===== config.mk =====
export PLATFORM = sky130hd
export DESIGN_NAME = source_byte_tokenizer_flat
export DESIGN_NICKNAME = d
export VERILOG_FILES = /design/src/hdl/sbt_pkg.sv /design/src/hdl/sbt_byte_if.sv /design/src/hdl/sbt_token_if.sv /design/src/hdl/sbt_scanner.sv /design/src/hdl/sbt_queue.sv /design/src/hdl/sbt_emitter.sv /design/src/hdl/source_byte_tokenizer.sv /design/src/flat_wrapper.sv
export SDC_FILE = /design/constraint.sdc
export NUM_CORES = 2
export LEC_CHECK = 0
export BUFFER_PORTS_ARGS = -buffer_cell sky130_fd_sc_hd__clkbuf_2
export CORE_MARGIN = 3
export CORE_UTILIZATION = 25
export CTS_BUF_LIST = sky130_fd_sc_hd__clkbuf_4 sky130_fd_sc_hd__clkbuf_8
export CTS_CLUSTER_DIAMETER = 60
export DETAILED_ROUTE_END_ITERATION = 16
export GPL_TIMING_DRIVEN = 0
export SETUP_SLACK_MARGIN = 0.4
export SYNTH_ARGS = -nofsm -noshare
export SYNTH_HDL_FRONTEND = slang
export SYNTH_SLANG_ARGS = --single-unit

===== constraint.sdc =====
create_clock -name clk -period 14.4 [get_ports clk]
set_input_delay 1.44 -clock clk [delete_from_list [all_inputs] [get_ports clk]]
set_output_delay 1.44 -clock clk [all_outputs]
set_load 0.01 [all_outputs]

===== src/hdl/sbt_pkg.sv =====
// Shared types and constants of the source byte tokenizer.
// Depends on nothing; sbt_scanner, sbt_emitter and source_byte_tokenizer import it.
package sbt_pkg;

	typedef enum logic [3:0] {
		MODE_IDLE,
		MODE_OPER,
		MODE_COMMENT,
		MODE_NUMBER,
		MODE_NUMDOT,
		MODE_IDENT,
		MODE_STRING,
		MODE_STRESC,
		MODE_ERROR
	} mode_t;

	typedef logic [5:0] kind_t;
	typedef logic [2:0] err_t;

	localparam kind_t K_COMMA        = 6'd0;
	localparam kind_t K_TILDE        = 6'd1;
	localparam kind_t K_BANG_EQ      = 6'd2;
	localparam kind_t K_BANG         = 6'd3;
	localparam kind_t K_AT           = 6'd4;
	localparam kind_t K_PLUS         = 6'd5;
	localparam kind_t K_MINUS        = 6'd6;
	localparam kind_t K_QUESTION     = 6'd7;
	localparam kind_t K_MUL          = 6'd8;
	localparam kind_t K_DIV          = 6'd9;
	localparam kind_t K_EQUAL        = 6'd10;
	localparam kind_t K_MOD          = 6'd11;
	localparam kind_t K_SEMI         = 6'd12;
	localparam kind_t K_CONST_ASSIGN = 6'd13;
	localparam kind_t K_MUT_ASSIGN   = 6'd14;
	localparam kind_t K_COLON        = 6'd15;
	localparam kind_t K_AND          = 6'd16;
	localparam kind_t K_CONCAT       = 6'd17;
	localparam kind_t K_STRING       = 6'd18;
	localparam kind_t K_RCURLY       = 6'd19;
	localparam kind_t K_LCURLY       = 6'd20;
	localparam kind_t K_RPAREN       = 6'd21;
	localparam kind_t K_LPAREN       = 6'd22;
	localparam kind_t K_LESS_EQ      = 6'd23;
	localparam kind_t K_LESS         = 6'd24;
	localparam kind_t K_GREATER_EQ   = 6'd25;
	localparam kind_t K_GREATER      = 6'd26;
	localparam kind_t K_FLOAT        = 6'd27;
	localparam kind_t K_INTEGER      = 6'd28;
	localparam kind_t K_KW_FIRST     = 6'd29;
	localparam kind_t K_IDENT        = 6'd40;
	localparam kind_t K_EOF          = 6'd41;
	localparam kind_t K_ERROR        = 6'd42;

	localparam err_t ERR_NONE   = 3'd0;
	localparam err_t ERR_TOKEN  = 3'd1;
	localparam err_t ERR_STRING = 3'd2;
	localparam err_t ERR_FLOAT  = 3'd3;
	localparam err_t ERR_COLON  = 3'd4;

	localparam logic [7:0] CH_LF  = 8'h0A;
	localparam logic [7:0] CH_TAB = 8'h09;

	localparam int KW_COUNT = 11;

	localparam logic [63:0] KW_TEXT [KW_COUNT] = '{
		64'h6966, 64'h6C6574, 64'h626567696E, 64'h656E64, 64'h72657475726E,
		64'h74727565, 64'h66616C7365, 64'h6E696C, 64'h7468656E,
		64'h656C7365, 64'h656C6966
	};
	localparam logic [3:0] KW_LEN [KW_COUNT] = '{
		4'd2, 4'd3, 4'd5, 4'd3, 4'd6, 4'd4, 4'd5, 4'd3, 4'd4, 4'd4, 4'd4
	};

endpackage


===== src/hdl/sbt_byte_if.sv =====
// Input channel of the tokenizer: one source byte per word.
// Depends on nothing.
interface sbt_byte_if;
	logic       valid;
	logic       ready;
	logic [7:0] source_byte;
	logic       final_byte;

	modport source(output valid, source_byte, final_byte, input ready);
	modport sink(input valid, source_byte, final_byte, output ready);
endinterface


===== src/hdl/sbt_token_if.sv =====
// Output channel of the tokenizer: one token or error report per word.
// Depends on nothing.
interface sbt_token_if #(
	parameter int POSITION_BITS = 16
);
	logic                     valid;
	logic                     ready;
	logic [5:0]               token_kind;
	logic [POSITION_BITS-1:0] start_line;
	logic [POSITION_BITS-1:0] start_column;
	logic [POSITION_BITS-1:0] lexeme_length;
	logic [2:0]               error_code;
	logic                     run_end;

	modport source(output valid, token_kind, start_line, start_column, lexeme_length,
		error_code, run_end, input ready);
	modport sink(input valid, token_kind, start_line, start_column, lexeme_length,
		error_code, run_end, output ready);
endinterface


===== src/hdl/sbt_scanner.sv =====
// Front part: accepts source bytes, runs the scanner state and builds the
// group of up to three results each byte causes. Depends on sbt_pkg, sbt_byte_if.
module sbt_scanner #(
	parameter int POSITION_BITS = 16,
	parameter int KEYWORD_CHARS = 6,
	parameter int ENTRY_BITS    = 2 + 3 * (9 + 3 * 16)
) (
	input  logic                  clk,
	input  logic                  arst_n,
	sbt_byte_if.sink              src,
	input  logic                  full,
	output logic                  push,
	output logic [ENTRY_BITS-1:0] entry
);
	import sbt_pkg::*;

	localparam int P  = POSITION_BITS;
	localparam int WB = 8 * KEYWORD_CHARS;

	typedef struct packed {
		kind_t        kind;
		logic [P-1:0] line;
		logic [P-1:0] col;
		logic [P-1:0] len;
		err_t         err;
	} tok_t;

	mode_t          mode_q;
	logic [P-1:0]   line_q, col_q, tsl_q, tsc_q, len_q;
	logic [7:0]     held_q;
	logic [WB-1:0]  win_q;
	logic           pt_q;

	mode_t          m;
	logic [P-1:0]   ln, cl, tl, tc, lv;
	logic [7:0]     hb;
	logic [WB-1:0]  w;
	logic           pt;
	logic [1:0]     n;
	tok_t           r [3];
	logic           redo;
	logic [6:0]     sk;
	logic [7:0]     b;
	logic           accept;

	function automatic logic [P-1:0] sat(input logic [P-1:0] a, input logic [P-1:0] c);
		logic [P:0] s;
		s = {1'b0, a} + {1'b0, c};
		return s[P] ? {P{1'b1}} : s[P-1:0];
	endfunction

	function automatic logic [P-1:0] sat_inc2(input logic [P-1:0] a, input logic [P-1:0] c);
		logic [P+1:0] s;
		s = {2'b00, a} + {2'b00, c} + (P+2)'(1);
		return (s[P+1:P] != 2'b00) ? {P{1'b1}} : s[P-1:0];
	endfunction

	function automatic tok_t mk(input kind_t k, input logic [P-1:0] l, input logic [P-1:0] c,
		input logic [P-1:0] len, input err_t e);
		tok_t t;
		t.kind = k;
		t.line = l;
		t.col  = c;
		t.len  = len;
		t.err  = e;
		return t;
	endfunction

	function automatic logic is_digit(input logic [7:0] c);
		return c >= "0" && c <= "9";
	endfunction

	function automatic logic is_alpha(input logic [7:0] c);
		return (c >= "a" && c <= "z") || (c >= "A" && c <= "Z");
	endfunction

	function automatic logic [6:0] single_kind(input logic [7:0] c);
		logic [6:0] o;
		case (c)
			",": o = {1'b1, K_COMMA};
			"~": o = {1'b1, K_TILDE};
			"@": o = {1'b1, K_AT};
			"+": o = {1'b1, K_PLUS};
			"?": o = {1'b1, K_QUESTION};
			"*": o = {1'b1, K_MUL};
			"/": o = {1'b1, K_DIV};
			"%": o = {1'b1, K_MOD};
			";": o = {1'b1, K_SEMI};
			"}": o = {1'b1, K_RCURLY};
			"{": o = {1'b1, K_LCURLY};
			")": o = {1'b1, K_RPAREN};
			"(": o = {1'b1, K_LPAREN};
			default: o = 7'd0;
		endcase
		return o;
	endfunction

	function automatic logic [6:0] held_kind(input logic [7:0] c);
		logic [6:0] o;
		case (c)
			"!": o = {1'b1, K_BANG};
			"-": o = {1'b1, K_MINUS};
			"&": o = {1'b1, K_CONCAT};
			"<": o = {1'b1, K_LESS};
			">": o = {1'b1, K_GREATER};
			":": o = {1'b1, K_COLON};
			default: o = 7'd0;
		endcase
		return o;
	endfunction

	function automatic logic [6:0] pair_kind(input logic [7:0] f, input logic [7:0] s);
		logic [6:0] o;
		o = 7'd0;
		if (f == "!" && s == "=") o = {1'b1, K_BANG_EQ};
		if (f == "=" && s == "=") o = {1'b1, K_EQUAL};
		if (f == ":" && s == ":") o = {1'b1, K_CONST_ASSIGN};
		if (f == ":" && s == "=") o = {1'b1, K_MUT_ASSIGN};
		if (f == "&" && s == "&") o = {1'b1, K_AND};
		if (f == "<" && s == "=") o = {1'b1, K_LESS_EQ};
		if (f == ">" && s == "=") o = {1'b1, K_GREATER_EQ};
		return o;
	endfunction

	function automatic kind_t ident_kind(input logic [WB-1:0] win, input logic [P-1:0] len);
		kind_t      k;
		logic [63:0] mask;
		logic [63:0] w64;
		k = K_IDENT;
		w64 = 64'(win);
		for (int i = KW_COUNT - 1; i >= 0; i--) begin
			mask = (64'd1 << (8 * KW_LEN[i])) - 64'd1;
			if (len == P'(KW_LEN[i]) && (w64 & mask) == KW_TEXT[i])
				k = K_KW_FIRST + 6'(i);
		end
		return k;
	endfunction

	assign b         = src.source_byte;
	assign src.ready = !full;
	assign accept    = src.valid && !full;

	always_comb begin
		m = mode_q;
		ln = line_q;
		cl = col_q;
		tl = tsl_q;
		tc = tsc_q;
		lv = len_q;
		hb = held_q;
		w = win_q;
		pt = pt_q;
		n = 2'd0;
		r[0] = '0;
		r[1] = '0;
		r[2] = '0;
		redo = 1'b0;
		sk = 7'd0;

		case (m)
			MODE_IDLE: redo = 1'b1;
			MODE_OPER: begin
				sk = pair_kind(hb, b);
				if (sk[6]) begin
					lv = P'(2);
					r[n] = mk(sk[5:0], tl, tc, lv, ERR_NONE);
					n = n + 2'd1;
					cl = sat(tc, lv);
					m = MODE_IDLE;
				end else if (hb == "-" && b == "-") begin
					m = MODE_COMMENT;
				end else begin
					sk = held_kind(hb);
					if (sk[6]) begin
						r[n] = mk(sk[5:0], tl, tc, lv, ERR_NONE);
						n = n + 2'd1;
						cl = sat(tc, lv);
						m = MODE_IDLE;
						redo = 1'b1;
					end else begin
						r[n] = mk(K_ERROR, tl, tc, '0, ERR_TOKEN);
						n = n + 2'd1;
						m = MODE_ERROR;
					end
				end
			end
			MODE_COMMENT: begin
				if (b == CH_LF) begin
					ln = sat(ln, P'(1));
					cl = P'(1);
					m = MODE_IDLE;
				end
			end
			MODE_NUMBER: begin
				if (is_digit(b) || b == "_") begin
					lv = sat(lv, P'(1));
				end else if (b == ".") begin
					if (pt) begin
						r[n] = mk(K_ERROR, tl, sat(tc, lv), '0, ERR_FLOAT);
						n = n + 2'd1;
						m = MODE_ERROR;
					end else begin
						lv = sat(lv, P'(1));
						pt = 1'b1;
						m = MODE_NUMDOT;
					end
				end else begin
					r[n] = mk(pt ? K_FLOAT : K_INTEGER, tl, tc, lv, ERR_NONE);
					n = n + 2'd1;
					cl = sat(tc, lv);
					m = MODE_IDLE;
					redo = 1'b1;
				end
			end
			MODE_NUMDOT: begin
				if (is_digit(b)) begin
					lv = sat(lv, P'(1));
					m = MODE_NUMBER;
				end else begin
					r[n] = mk(K_ERROR, tl, sat(tc, lv - P'(1)), '0, ERR_FLOAT);
					n = n + 2'd1;
					m = MODE_ERROR;
				end
			end
			MODE_IDENT: begin
				if (is_alpha(b) || is_digit(b) || b == "_") begin
					lv = sat(lv, P'(1));
					w = {w[WB-9:0], b};
				end else begin
					r[n] = mk(ident_kind(w, lv), tl, tc, lv, ERR_NONE);
					n = n + 2'd1;
					cl = sat(tc, lv);
					m = MODE_IDLE;
					redo = 1'b1;
				end
			end
			MODE_STRING: begin
				lv = sat(lv, P'(1));
				if (b == "\\") begin
					m = MODE_STRESC;
				end else if (b == "\"") begin
					r[n] = mk(K_STRING, tl, tc, lv, ERR_NONE);
					n = n + 2'd1;
					cl = sat(tc, lv);
					m = MODE_IDLE;
				end
			end
			MODE_STRESC: begin
				lv = sat(lv, P'(1));
				if (b == "n" || b == "t" || b == "\"" || b == "\\") begin
					m = MODE_STRING;
				end else begin
					r[n] = mk(K_ERROR, tl, sat(tc, lv), '0, ERR_STRING);
					n = n + 2'd1;
					m = MODE_ERROR;
				end
			end
			default: m = MODE_ERROR;
		endcase

		if (redo) begin
			tl = ln;
			tc = cl;
			lv = P'(1);
			sk = single_kind(b);
			if (sk[6]) begin
				r[n] = mk(sk[5:0], tl, tc, lv, ERR_NONE);
				n = n + 2'd1;
				cl = sat(tc, lv);
				m = MODE_IDLE;
			end else if (b == "!" || b == "-" || b == "=" || b == ":" || b == "&" ||
				b == "<" || b == ">") begin
				hb = b;
				m = MODE_OPER;
			end else if (b == "\"") begin
				m = MODE_STRING;
			end else if (b == CH_LF) begin
				ln = sat(ln, P'(1));
				cl = P'(1);
			end else if (b == " " || b == CH_TAB) begin
				cl = sat(cl, P'(1));
			end else if (is_digit(b)) begin
				pt = 1'b0;
				m = MODE_NUMBER;
			end else if (is_alpha(b) || b == "_") begin
				w = WB'(b);
				m = MODE_IDENT;
			end else begin
				r[n] = mk(K_ERROR, tl, cl, '0, ERR_TOKEN);
				n = n + 2'd1;
				m = MODE_ERROR;
			end
		end

		if (src.final_byte) begin
			case (m)
				MODE_OPER: begin
					sk = held_kind(hb);
					if (hb == ":") begin
						r[n] = mk(K_ERROR, tl, tc, '0, ERR_COLON);
						n = n + 2'd1;
					end else if (sk[6]) begin
						r[n] = mk(sk[5:0], tl, tc, lv, ERR_NONE);
						n = n + 2'd1;
					end else begin
						r[n] = mk(K_ERROR, tl, tc, '0, ERR_TOKEN);
						n = n + 2'd1;
					end
				end
				MODE_NUMBER: begin
					r[n] = mk(pt ? K_FLOAT : K_INTEGER, tl, tc, lv, ERR_NONE);
					n = n + 2'd1;
				end
				MODE_NUMDOT: begin
					r[n] = mk(K_ERROR, tl, sat(tc, lv - P'(1)), '0, ERR_FLOAT);
					n = n + 2'd1;
				end
				MODE_IDENT: begin
					r[n] = mk(ident_kind(w, lv), tl, tc, lv, ERR_NONE);
					n = n + 2'd1;
				end
				MODE_STRING, MODE_STRESC: begin
					r[n] = mk(K_ERROR, tl, sat_inc2(tc, lv), '0, ERR_STRING);
					n = n + 2'd1;
				end
				default: ;
			endcase
			r[n] = mk(K_EOF, P'(1), P'(1), '0, ERR_NONE);
			n = n + 2'd1;
			m = MODE_IDLE;
			ln = P'(1);
			cl = P'(1);
			tl = P'(1);
			tc = P'(1);
			lv = '0;
			hb = '0;
			w = '0;
			pt = 1'b0;
		end
	end

	assign push  = accept && n != 2'd0;
	assign entry = {n, r[2], r[1], r[0]};

	always_ff @(posedge clk or negedge arst_n) begin
		if (!arst_n) begin
			mode_q <= MODE_IDLE;
			line_q <= P'(1);
			col_q  <= P'(1);
			tsl_q  <= P'(1);
			tsc_q  <= P'(1);
			len_q  <= '0;
			held_q <= '0;
			win_q  <= '0;
			pt_q   <= 1'b0;
		end else if (accept) begin
			mode_q <= m;
			line_q <= ln;
			col_q  <= cl;
			tsl_q  <= tl;
			tsc_q  <= tc;
			len_q  <= lv;
			held_q <= hb;
			win_q  <= w;
			pt_q   <= pt;
		end
	end
endmodule


===== src/hdl/sbt_queue.sv =====
// Short queue of result groups between the scanner and the emitter.
// Depends on nothing.
module sbt_queue #(
	parameter int WIDTH = 8,
	parameter int DEPTH = 2
) (
	input  logic             clk,
	input  logic             arst_n,
	input  logic             push,
	input  logic [WIDTH-1:0] wdata,
	output logic             full,
	input  logic             pop,
	output logic             valid,
	output logic [WIDTH-1:0] rdata
);
	localparam int AW = (DEPTH > 1) ? $clog2(DEPTH) : 1;
	localparam int CW = $clog2(DEPTH + 1);

	logic [WIDTH-1:0] mem_q [DEPTH];
	logic [AW-1:0]    wp_q, rp_q;
	logic [CW-1:0]    cnt_q;
	logic             do_push, do_pop;

	assign full    = cnt_q == CW'(DEPTH);
	assign valid   = cnt_q != '0;
	assign rdata   = mem_q[rp_q];
	assign do_push = push && !full;
	assign do_pop  = pop && valid;

	always_ff @(posedge clk) begin
		if (do_push)
			mem_q[wp_q] <= wdata;
	end

	always_ff @(posedge clk or negedge arst_n) begin
		if (!arst_n) begin
			wp_q  <= '0;
			rp_q  <= '0;
			cnt_q <= '0;
		end else begin
			if (do_push)
				wp_q <= (wp_q == AW'(DEPTH - 1)) ? '0 : wp_q + AW'(1);
			if (do_pop)
				rp_q <= (rp_q == AW'(DEPTH - 1)) ? '0 : rp_q + AW'(1);
			if (do_push && !do_pop)
				cnt_q <= cnt_q + CW'(1);
			else if (do_pop && !do_push)
				cnt_q <= cnt_q - CW'(1);
		end
	end
endmodule


===== src/hdl/sbt_emitter.sv =====
// Back part: takes one result group from the queue and sends its results
// one word at a time, marking the last. Depends on sbt_pkg, sbt_token_if.
module sbt_emitter #(
	parameter int POSITION_BITS = 16,
	parameter int ENTRY_BITS    = 2 + 3 * (9 + 3 * 16)
) (
	input  logic                  clk,
	input  logic                  arst_n,
	input  logic                  qvalid,
	input  logic [ENTRY_BITS-1:0] qdata,
	output logic                  pop,
	sbt_token_if.source           tok
);
	import sbt_pkg::*;

	localparam int P = POSITION_BITS;

	typedef struct packed {
		kind_t        kind;
		logic [P-1:0] line;
		logic [P-1:0] col;
		logic [P-1:0] len;
		err_t         err;
	} tok_t;

	typedef struct packed {
		logic [1:0] cnt;
		tok_t       r2;
		tok_t       r1;
		tok_t       r0;
	} group_t;

	group_t     hold_q;
	logic       hv_q;
	logic [1:0] idx_q;
	logic       last;
	tok_t       cur;

	assign last = idx_q == hold_q.cnt - 2'd1;
	assign pop  = qvalid && (!hv_q || (tok.ready && last));

	always_comb begin
		case (idx_q)
			2'd0: cur = hold_q.r0;
			2'd1: cur = hold_q.r1;
			default: cur = hold_q.r2;
		endcase
	end

	assign tok.valid         = hv_q;
	assign tok.token_kind    = cur.kind;
	assign tok.start_line    = cur.line;
	assign tok.start_column  = cur.col;
	assign tok.lexeme_length = cur.len;
	assign tok.error_code    = cur.err;
	assign tok.run_end       = last;

	always_ff @(posedge clk) begin
		if (pop)
			hold_q <= group_t'(qdata);
	end

	always_ff @(posedge clk or negedge arst_n) begin
		if (!arst_n) begin
			hv_q  <= 1'b0;
			idx_q <= '0;
		end else if (pop) begin
			hv_q  <= 1'b1;
			idx_q <= '0;
		end else if (hv_q && tok.ready) begin
			if (last)
				hv_q <= 1'b0;
			else
				idx_q <= idx_q + 2'd1;
		end
	end
endmodule


===== src/hdl/source_byte_tokenizer.sv =====
// Top level of the source byte tokenizer: scanner, group queue and emitter.
// Depends on sbt_pkg, sbt_byte_if, sbt_token_if, sbt_scanner, sbt_queue, sbt_emitter.
//
//   channel  dir  word                      handshake
//   src      in   source_byte, final_byte   valid/ready
//   tok      out  one token or error        valid/ready, run_end marks last of a byte
//
// One source byte is accepted per cycle while the two-entry group queue has room.
// The emitter sends the k results of a byte one result per cycle while tok.ready is high.
// Reset leaves the scanner at line 1, column 1, between tokens, with the queue empty.
// A stalled output fills the queue and then holds src.ready low.
module source_byte_tokenizer #(
	parameter int POSITION_BITS = 16,
	parameter int KEYWORD_CHARS = 6
) (
	input  logic        clk,
	input  logic        arst_n,
	sbt_byte_if.sink    src,
	sbt_token_if.source tok
);
	import sbt_pkg::*;

	localparam int ENTRY_BITS  = 2 + 3 * ($bits(kind_t) + $bits(err_t) + 3 * POSITION_BITS);
	localparam int QUEUE_DEPTH = 2;

	logic                  push, full, qvalid, pop;
	logic [ENTRY_BITS-1:0] wdata, rdata;

	sbt_scanner #(
		.POSITION_BITS(POSITION_BITS),
		.KEYWORD_CHARS(KEYWORD_CHARS),
		.ENTRY_BITS(ENTRY_BITS)
	) u_scanner (
		.clk(clk),
		.arst_n(arst_n),
		.src(src),
		.full(full),
		.push(push),
		.entry(wdata)
	);

	sbt_queue #(
		.WIDTH(ENTRY_BITS),
		.DEPTH(QUEUE_DEPTH)
	) u_queue (
		.clk(clk),
		.arst_n(arst_n),
		.push(push),
		.wdata(wdata),
		.full(full),
		.pop(pop),
		.valid(qvalid),
		.rdata(rdata)
	);

	sbt_emitter #(
		.POSITION_BITS(POSITION_BITS),
		.ENTRY_BITS(ENTRY_BITS)
	) u_emitter (
		.clk(clk),
		.arst_n(arst_n),
		.qvalid(qvalid),
		.qdata(rdata),
		.pop(pop),
		.tok(tok)
	);
endmodule

===== src/flat_wrapper.sv =====
// flat-port wrapper written by rule: the top's interface ports become plain ports
module source_byte_tokenizer_flat import sbt_pkg::*;
#(
	parameter int POSITION_BITS = 16,
	parameter int KEYWORD_CHARS = 6
)
  (clk, arst_n, src_valid, src_source_byte, src_final_byte, src_ready, tok_valid, tok_token_kind, tok_start_line, tok_start_column, tok_lexeme_length, tok_error_code, tok_run_end, tok_ready);
  sbt_byte_if src_i ();
  sbt_token_if #(.POSITION_BITS(POSITION_BITS)) tok_i ();
  input  logic clk;
  input  logic arst_n;
  input wire logic [$bits(src_i.valid)-1:0] src_valid;
  input wire logic [$bits(src_i.source_byte)-1:0] src_source_byte;
  input wire logic [$bits(src_i.final_byte)-1:0] src_final_byte;
  output wire logic [$bits(src_i.ready)-1:0] src_ready;
  output wire logic [$bits(tok_i.valid)-1:0] tok_valid;
  output wire logic [$bits(tok_i.token_kind)-1:0] tok_token_kind;
  output wire logic [$bits(tok_i.start_line)-1:0] tok_start_line;
  output wire logic [$bits(tok_i.start_column)-1:0] tok_start_column;
  output wire logic [$bits(tok_i.lexeme_length)-1:0] tok_lexeme_length;
  output wire logic [$bits(tok_i.error_code)-1:0] tok_error_code;
  output wire logic [$bits(tok_i.run_end)-1:0] tok_run_end;
  input wire logic [$bits(tok_i.ready)-1:0] tok_ready;
  assign src_i.valid = src_valid;
  assign src_i.source_byte = src_source_byte;
  assign src_i.final_byte = src_final_byte;
  assign src_ready = src_i.ready;
  assign tok_valid = tok_i.valid;
  assign tok_token_kind = tok_i.token_kind;
  assign tok_start_line = tok_i.start_line;
  assign tok_start_column = tok_i.start_column;
  assign tok_lexeme_length = tok_i.lexeme_length;
  assign tok_error_code = tok_i.error_code;
  assign tok_run_end = tok_i.run_end;
  assign tok_i.ready = tok_ready;
  source_byte_tokenizer #(.POSITION_BITS(POSITION_BITS), .KEYWORD_CHARS(KEYWORD_CHARS)) u_core (.clk(clk), .arst_n(arst_n), .src(src_i), .tok(tok_i));
endmodule

Yosys cells after proc, flatten, opt, wreduce, memory -nomap -nowiden
Memories as Yosys holds them, arrays and structs flattened. A register that Yosys moved wholly into a read port is not among the register bits.
Index checks and enable logic that the tools add are counted.
{"block": "word_totals", "register_bits": 148, "mem_bits_rw": 346, "input_bits": 13, "wordCells": 445, "n_memories": 1}
{"block": "op_classes", "addsub": 22, "order_cmp": 12, "eq_ne": 91, "mux": 221, "n_bitwise": 6, "n_reduce_logical": 78}
{"memory": "u_core.u_queue.mem_q", "depth": 2, "word_bits": 173, "read_ports": 1, "rd_ports_with_merged_regs": 1, "wr": 1, "line_no": "sbt_queue.sv:19", "rtl": "logic [WIDTH-1:0] mem_q [DEPTH];"}
{"cell": "$mux W171", "n": 12}
{"cell": "$bwmux W171", "n": 9}
{"cell": "$pmux W171 S5", "n": 1}
{"cell": "$mux W16", "n": 46}
{"cell": "$mux W57", "n": 12}
{"cell": "$mux W48", "n": 11}
{"cell": "$demux W57 S2", "n": 3}
{"cell": "$pmux W57 S6", "n": 1}
{"cell": "$eq A32 B31 Y1 const B", "n": 8}
{"cell": "$eq A8 B6 Y1 const B", "n": 32}
{"cell": "$eq A40 B39 Y1 const B", "n": 4}
{"cell": "$pmux W16 S5", "n": 2}
{"cell": "$and A156 B156 Y156", "n": 1}
{"cell": "$not A156 Y156", "n": 1}
{"cell": "$eq A24 B23 Y1 const B", "n": 6}
{"cell": "$mux W6", "n": 22}
{"cell": "$pmux W57 S2", "n": 1}
{"cell": "$mux W56", "n": 2}
{"cell": "$mux W7", "n": 14}
{"cell": "$eq A16 B3 Y1 const B", "n": 6}
{"cell": "$eq A48 B47 Y1 const B", "n": 2}
{"cell": "$mux W4", "n": 23}
{"cell": "$pmux W7 S13", "n": 1}
{"cell": "$add A16 B16 Y17", "n": 5}
{"cell": "other kinds (43)", "n": 205}

Longest topological paths before layout
{"block": "depth", "depth_word": 39, "mapped_depth": 33}

By module
A second synthesis with hierarchy kept.
{"block": "unflattened", "hier_cells": 3886, "hier_area_um2": 39725.6}
{"module": "sbt_scanner", "instances": 1, "cells_per_inst": 2941, "area_per_inst_um2": 20626.0, "seq_area_each_um2": 3533.4}
{"module": "sbt_queue", "instances": 1, "cells_per_inst": 557, "area_per_inst_um2": 12743.5, "seq_area_each_um2": 10490.1}
{"module": "sbt_emitter", "instances": 1, "cells_per_inst": 388, "area_per_inst_um2": 6356.1, "seq_area_each_um2": 5270.1}

Least setup slack after synthesis
Ideal clock, no wire load.
{"block": "synth_path", "path_type": "in2reg", "start": "input port src_source_byte[7]", "end": "memory u_core.u_queue.mem_q[0][0] (netlist bit), enable pin", "setup_time_ns": 0.709, "arrival_ns": 12.874, "path_slack_ns": 0.817, "path_stages": 19, "path_buffers": 4, "cell_sequence": "buf_2 > or4b_1 > buf_2 > nor4_1 > and2_1 > buf_2 > nor3_1 > nand2_1 > clkbuf_1 > ha_1 > and4_1 > a211oi_1 > ha_1 > nor2_1 > a21o_1 > ha_1 > mux2i_1 > o21ai_0 > nor2_1"}
{"block": "synth_between", "elab_chain_cells": 31}
{"element": "start: declaration", "line_no": "flat_wrapper.sv:13", "rtl": "input wire logic [$bits(src_i.source_byte)-1:0] src_source_byte;"}
{"element": "$eq A8 B6 Y1"}
{"element": "$logic_and A1 B1 Y1", "line_no": "sbt_scanner.sv:115", "rtl": "if (f == \"!\" && s == \"=\") o = {1'b1, K_BANG_EQ};"}
{"element": "$mux W7", "line_no": "sbt_scanner.sv:115"}
{"element": "$mux W7", "line_no": "sbt_scanner.sv:116", "rtl": "if (f == \"=\" && s == \"=\") o = {1'b1, K_EQUAL};"}
{"element": "$mux W7", "line_no": "sbt_scanner.sv:117", "rtl": "if (f == \":\" && s == \":\") o = {1'b1, K_CONST_ASSIGN};"}
{"element": "$mux W7", "line_no": "sbt_scanner.sv:118", "rtl": "if (f == \":\" && s == \"=\") o = {1'b1, K_MUT_ASSIGN};"}
{"element": "$mux W7", "line_no": "sbt_scanner.sv:119", "rtl": "if (f == \"&\" && s == \"&\") o = {1'b1, K_AND};"}
{"element": "$mux W7", "line_no": "sbt_scanner.sv:120", "rtl": "if (f == \"<\" && s == \"=\") o = {1'b1, K_LESS_EQ};"}
{"element": "[16 not listed]"}
{"element": "$add A2 B1 Y2", "line_no": "sbt_scanner.sv:329", "rtl": "n = n + 2'd1;"}
{"element": "$mux W2 *", "line_no": "sbt_scanner.sv:295", "rtl": "if (src.final_byte) begin"}
{"element": "named net u_core.u_queue.wdata[172]", "line_no": "sbt_queue.sv:10", "rtl": "input logic [WIDTH-1:0] wdata,"}
{"element": "$reduce_bool A2 Y1 *", "line_no": "sbt_scanner.sv:342", "rtl": "assign push = accept && n != 2'd0;"}
{"element": "$logic_and A1 B1 Y1 *", "line_no": "sbt_scanner.sv:342"}
{"element": "$logic_and A1 B1 Y1 *", "line_no": "sbt_queue.sv:27", "rtl": "assign do_push = push && !full;"}
{"element": "$mux W1 *", "line_no": "sbt_queue.sv:31", "rtl": "if (do_push)"}
{"element": "$mux W1 (implied by the code) *", "line_no": "sbt_queue.sv:32", "rtl": "mem_q[wp_q] <= wdata;"}
{"element": "end: declaration", "line_no": "sbt_queue.sv:19"}
Mark *: on every way through the listed nets, which the timed path passes. The rest lies on a longest branch. The select of a mux whose other input is x is not followed.

Worst setup path in the final report
{"block": "layout_path", "start": "input port src_source_byte[3]", "end": "memory u_core.u_queue.mem_q[1][86] (netlist bit), data pin"}
{"block": "layout_between", "elab_chain_cells": 33}
{"element": "$eq A8 B6 Y1"}
{"element": "$logic_and A1 B1 Y1", "line_no": "sbt_scanner.sv:115"}
{"element": "$mux W7", "line_no": "sbt_scanner.sv:115"}
{"element": "$mux W7", "line_no": "sbt_scanner.sv:116"}
{"element": "$mux W7", "line_no": "sbt_scanner.sv:117"}
{"element": "$mux W7", "line_no": "sbt_scanner.sv:118"}
{"element": "$mux W7", "line_no": "sbt_scanner.sv:119"}
{"element": "$mux W7", "line_no": "sbt_scanner.sv:120"}
{"element": "[18 not listed]"}
{"element": "$bwmux W171 (on tied branches)", "line_no": "sbt_scanner.sv:306, sbt_scanner.sv:303"}
{"element": "$mux W171", "line_no": "sbt_scanner.sv:302", "rtl": "end else if (sk[6]) begin"}
{"element": "$mux W171", "line_no": "sbt_scanner.sv:299", "rtl": "if (hb == \":\") begin"}
{"element": "$pmux W171 S5", "line_no": "sbt_scanner.sv:296", "rtl": "case (m)"}
{"element": "$mux W171", "line_no": "sbt_scanner.sv:295"}
{"element": "$and A156 B156 Y156 (no line)"}
{"element": "$mux W171 *", "line_no": "sbt_scanner.sv:295"}
{"element": "named net u_core.u_queue.wdata[86]", "line_no": "sbt_queue.sv:10"}
Marks and branches as above.

==> impl_metrics.csv <==
group,metric,value,unit
run_status,outcome,"complete, but fails checks",
run_status,violations,"max-capacitance violations, max-slew violations",
place,routabilityCongestion,0.994,
clock_tree,cts_setup_buffers,0,
route,vias_per_cell,5.45,
floorplan,initial_utilization,0.253,
sta,skew,0.0495,ns
synth,synth_warnings,0,
critical_path,end_kind,"flip-flop",
floorplan,die-area,161000,µm²
clock_tree,clock-sinks,667,
synth,avgSynthCellArea,10.2,µm²
power_and_ir_drop,p_leak,0.0160,µW
synth,synth.area.top_cells,"edfxtp_1 (40%), dfrtp_1 (9.2%), mux2_2 (5.4%)",
sta,setup_ws,3.36,ns
sta,maxSlewHeadroom,-0.0800,
finish,fin_area,44700,µm²
clock_tree,insertion_delay,0.82,ns
clock_tree,cts-resized-gates,0,
critical_path,crit_type,"primary input to flip-flop",
critical_path,start_kind,"primary input",
clock_tree,h-tree-depth,3,
route,wire_per_inst,25.9,µm
route,drc_errors,0,
min_path,min_path_type,"flip-flop to flip-flop",
critical_path,cpMaxStageDelayCell,"clkbuf_1",
floorplan,ioPinCount,73,
synth,synth-edff-count,519,
power_and_ir_drop,p_per_area,197,nW/µm²
route,vias,33500,
finish,nNetsFinal,4136,
run,drv_cap,1,
place,place_area,42300,µm²
clock_tree,cts_tree,"yes",
place,io_buffers,70,
synth,synth_area,39000,µm²
global_route,grt_usage,0.192,
global_route,globalRouteOverflowTotal,0,
synth,ys.flop_type,"edfxtp_1",
clock_tree,clockRootBuffer,"clkbuf_8",
finish,syn_to_final_growth,14.4,%
synth,synthesis.nets,3939,
floorplan,die_y,401,µm
synth,yosys.area.top_type,"edfxtp_1",
global_route,grt_antenna_before_repair,3,
sta,post-route-period-util,0.767,
route,detail-route-antenna-nets,0,
floorplan,dieWidth,401,µm
sta,fmax,90.6,MHz
sta,maxSlewViolCount,6,
sta,hold_violations,0,
critical_path,required,14.87,ns
sta,grt_setup_unrepaired,"false",
route,drt_iter0_drc,3656,
floorplan,core,155000,µm²
route,drt_pass1_iterations,8,
sta,worst_slew_pin_slew,1.60,ns
clock_tree,numCtsBuffers,111,
synth,synthArstFlopShare,0.222,
floorplan,rows,144,
route,drt_wl_total,159000,µm
synth,ys_ff_latch,667,
synth,synth_top_area_share,0.399,
critical_path,crit_arrival,11.51,ns
place,place_ws,2.97,ns
synth,syn_inst,3817,
sta,setup_viol,0,
synth,ys_seq_area_frac,0.494,
sta,period_needed,11.04,ns
global_route,grt_first_pass_wirelength,230000,µm
clock_tree,postCtsHoldBufs,0,
power_and_ir_drop,peakVddDrop,0.000104,V
clock_tree,clkSlewWorstSetupHoldPaths,0.06,ns
critical_path,worst-path-max-fanout,10,
finish,drive_gt1_frac,0.129,
critical_path,slowest_delay,0.83,ns
synth,yosysUniqueCellTypes,107,
place,dp.final_hpwl,123000,µm
clock_tree,clockBufferDepth,3,
critical_path,crit_top_cell,"clkbuf_1",
global_route,grt_max_degree,100,
global_route,grt_pass1_vias,32400,
power breakdown:
part           total, µW  switching [µW]  leakage (µW)  internal, µW
registers           3000             219       0.00685          2790
logic               4000            2750       0.00797          1260
clock network       1800             815       0.00121           980
final timing paths:
kind | startpoint | to | slack, ns | cells after the start
hold / removal | u_core.u_scanner.win_q[47] | u_core.u_scanner.win_q[47] | 0.50 | 1
setup / recovery | src_source_byte[3] | u_core.u_queue.mem_q[1][86] | 3.36 | 30
hold reg to reg | u_core.u_scanner.win_q[47] | u_core.u_scanner.win_q[47] | 0.50 | 1
min in group asynchronous | arst_n | u_core.u_scanner.len_q[8] | 0.61 | 1
max in group asynchronous | arst_n | u_core.u_scanner.held_q[2] | 12.81 | 2
setup reg to reg | u_core.u_scanner.len_q[1] | u_core.u_queue.mem_q[1][86] | 3.65 | 31
cells by family (layout without fill, tap and decap cells):
logic type	after synthesis	in the layout	synth area share
AO/OA/AOI/OAI	1075	1075	0.190
XOR/XNOR	112	112	0.0251
adder cells (fa/ha/maj)	109	109	0.0359
buffers and inverters	327	616	0.0327
flip-flops	667	667	0.494
multiplexers	210	210	0.0598
other	0	2	0
AND/OR/NAND/NOR	1317	1317	0.163
cell type report:
cell class                      count  area (µm²)
Multi-Input combinational cell   2823       18500
Antenna cell                        2        5.00
Fill cell                       16200      110000
Inverter                           99         379
Sequential cell                   667       19300
Buffer                            228         903
Timing Repair Buffer               84         654
Clock inverter                     62         549
Clock buffer                      143        1790
Tap cell                         2044        2560
layer usage:
metal / global-route usage / share of wire / up-vias
met5: 0 / 0.0012 / -
li1: - / - / 14900
met3: 0.0412 / 0.084 / 278
met1: 0.263 / 0.43 / 16700
met2: 0.298 / 0.45 / 1599
met4: 0.0657 / 0.034 / 2
per-stage QoR:
stage	instances	total power (µW)	setup TNS, ns	util	hold slack, ns
after floorplan	3817	5420	0	-	0.449
after global placement	5931	7070	-1104.10	0.271	0.476
after detailed placement	5944	7000	0	0.274	0.482
after CTS	6149	8830	0	0.289	0.501
after global routing	6152	9270	0	0.289	0.516
final	6152	8800	0	0.289	0.496
sequential cells by signal (all words and copies together), names as in the netlist:
signal                      flops
u_core.u_scanner.col_q         16
u_core.u_scanner.mode_q         4
u_core.u_queue.mem_q          346
u_core.u_emitter.tok.valid      1
u_core.u_scanner.pt_q           1
u_core.u_queue.cnt_q            2
u_core.u_emitter.idx_q          2
u_core.u_scanner.tsc_q         16
u_core.u_queue.rp_q             1
u_core.u_scanner.len_q         16
u_core.u_scanner.line_q        16
u_core.u_queue.wp_q             1
u_core.u_emitter.hold_q       173
u_core.u_scanner.win_q         48
u_core.u_scanner.held_q         8
u_core.u_scanner.tsl_q         16
cell usage in the layout (no fill, tap or decap), types with 38 or more instances in the layout:
cell and instances:
a22oi_1 125, o21ai_0 220, edfxtp_1 519, a22o_1 87, xnor2_1 67, nand2_1 463, mux2_2 187, inv_1 97
dfrtp_1 144, clkbuf_1 188, o22ai_1 55, nor3_1 101, nor4_1 38, nand3_1 113, clkbuf_8 116, nor2_1 294
ha_1 104, xor2_1 45, a21oi_1 193, nand4_1 47, a31oi_1 42, clkbuf_2 70
synth_stat cells (all sizes together), types with 30 or more instances:
library cell and instances:
nand4 48, xor2 45, nand2 465, o21a 31
a211oi 35, o21ai 228, buf 39, nand3 113
dfrtp 144, a21oi 193, a21o 36, nor2 295
o22ai 55, clkbuf 189, mux2 187, inv 99
nor4 40, a22o 87, a31oi 42, and2 36
ha 104, and3 30, edfxtp 519, a22oi 127
nand2b 32, nor3 101, xnor2 67
worst max-delay path: cells and delay by family:
kind            cells  cell delay, ns
fa+ha+maj           2            0.69
xor+xnor            1            0.11
buf+inv             8            3.63
compound gates      9            2.52
simple gates       10            3.05
No activity file was read; power rests on OpenSTA's default activity.
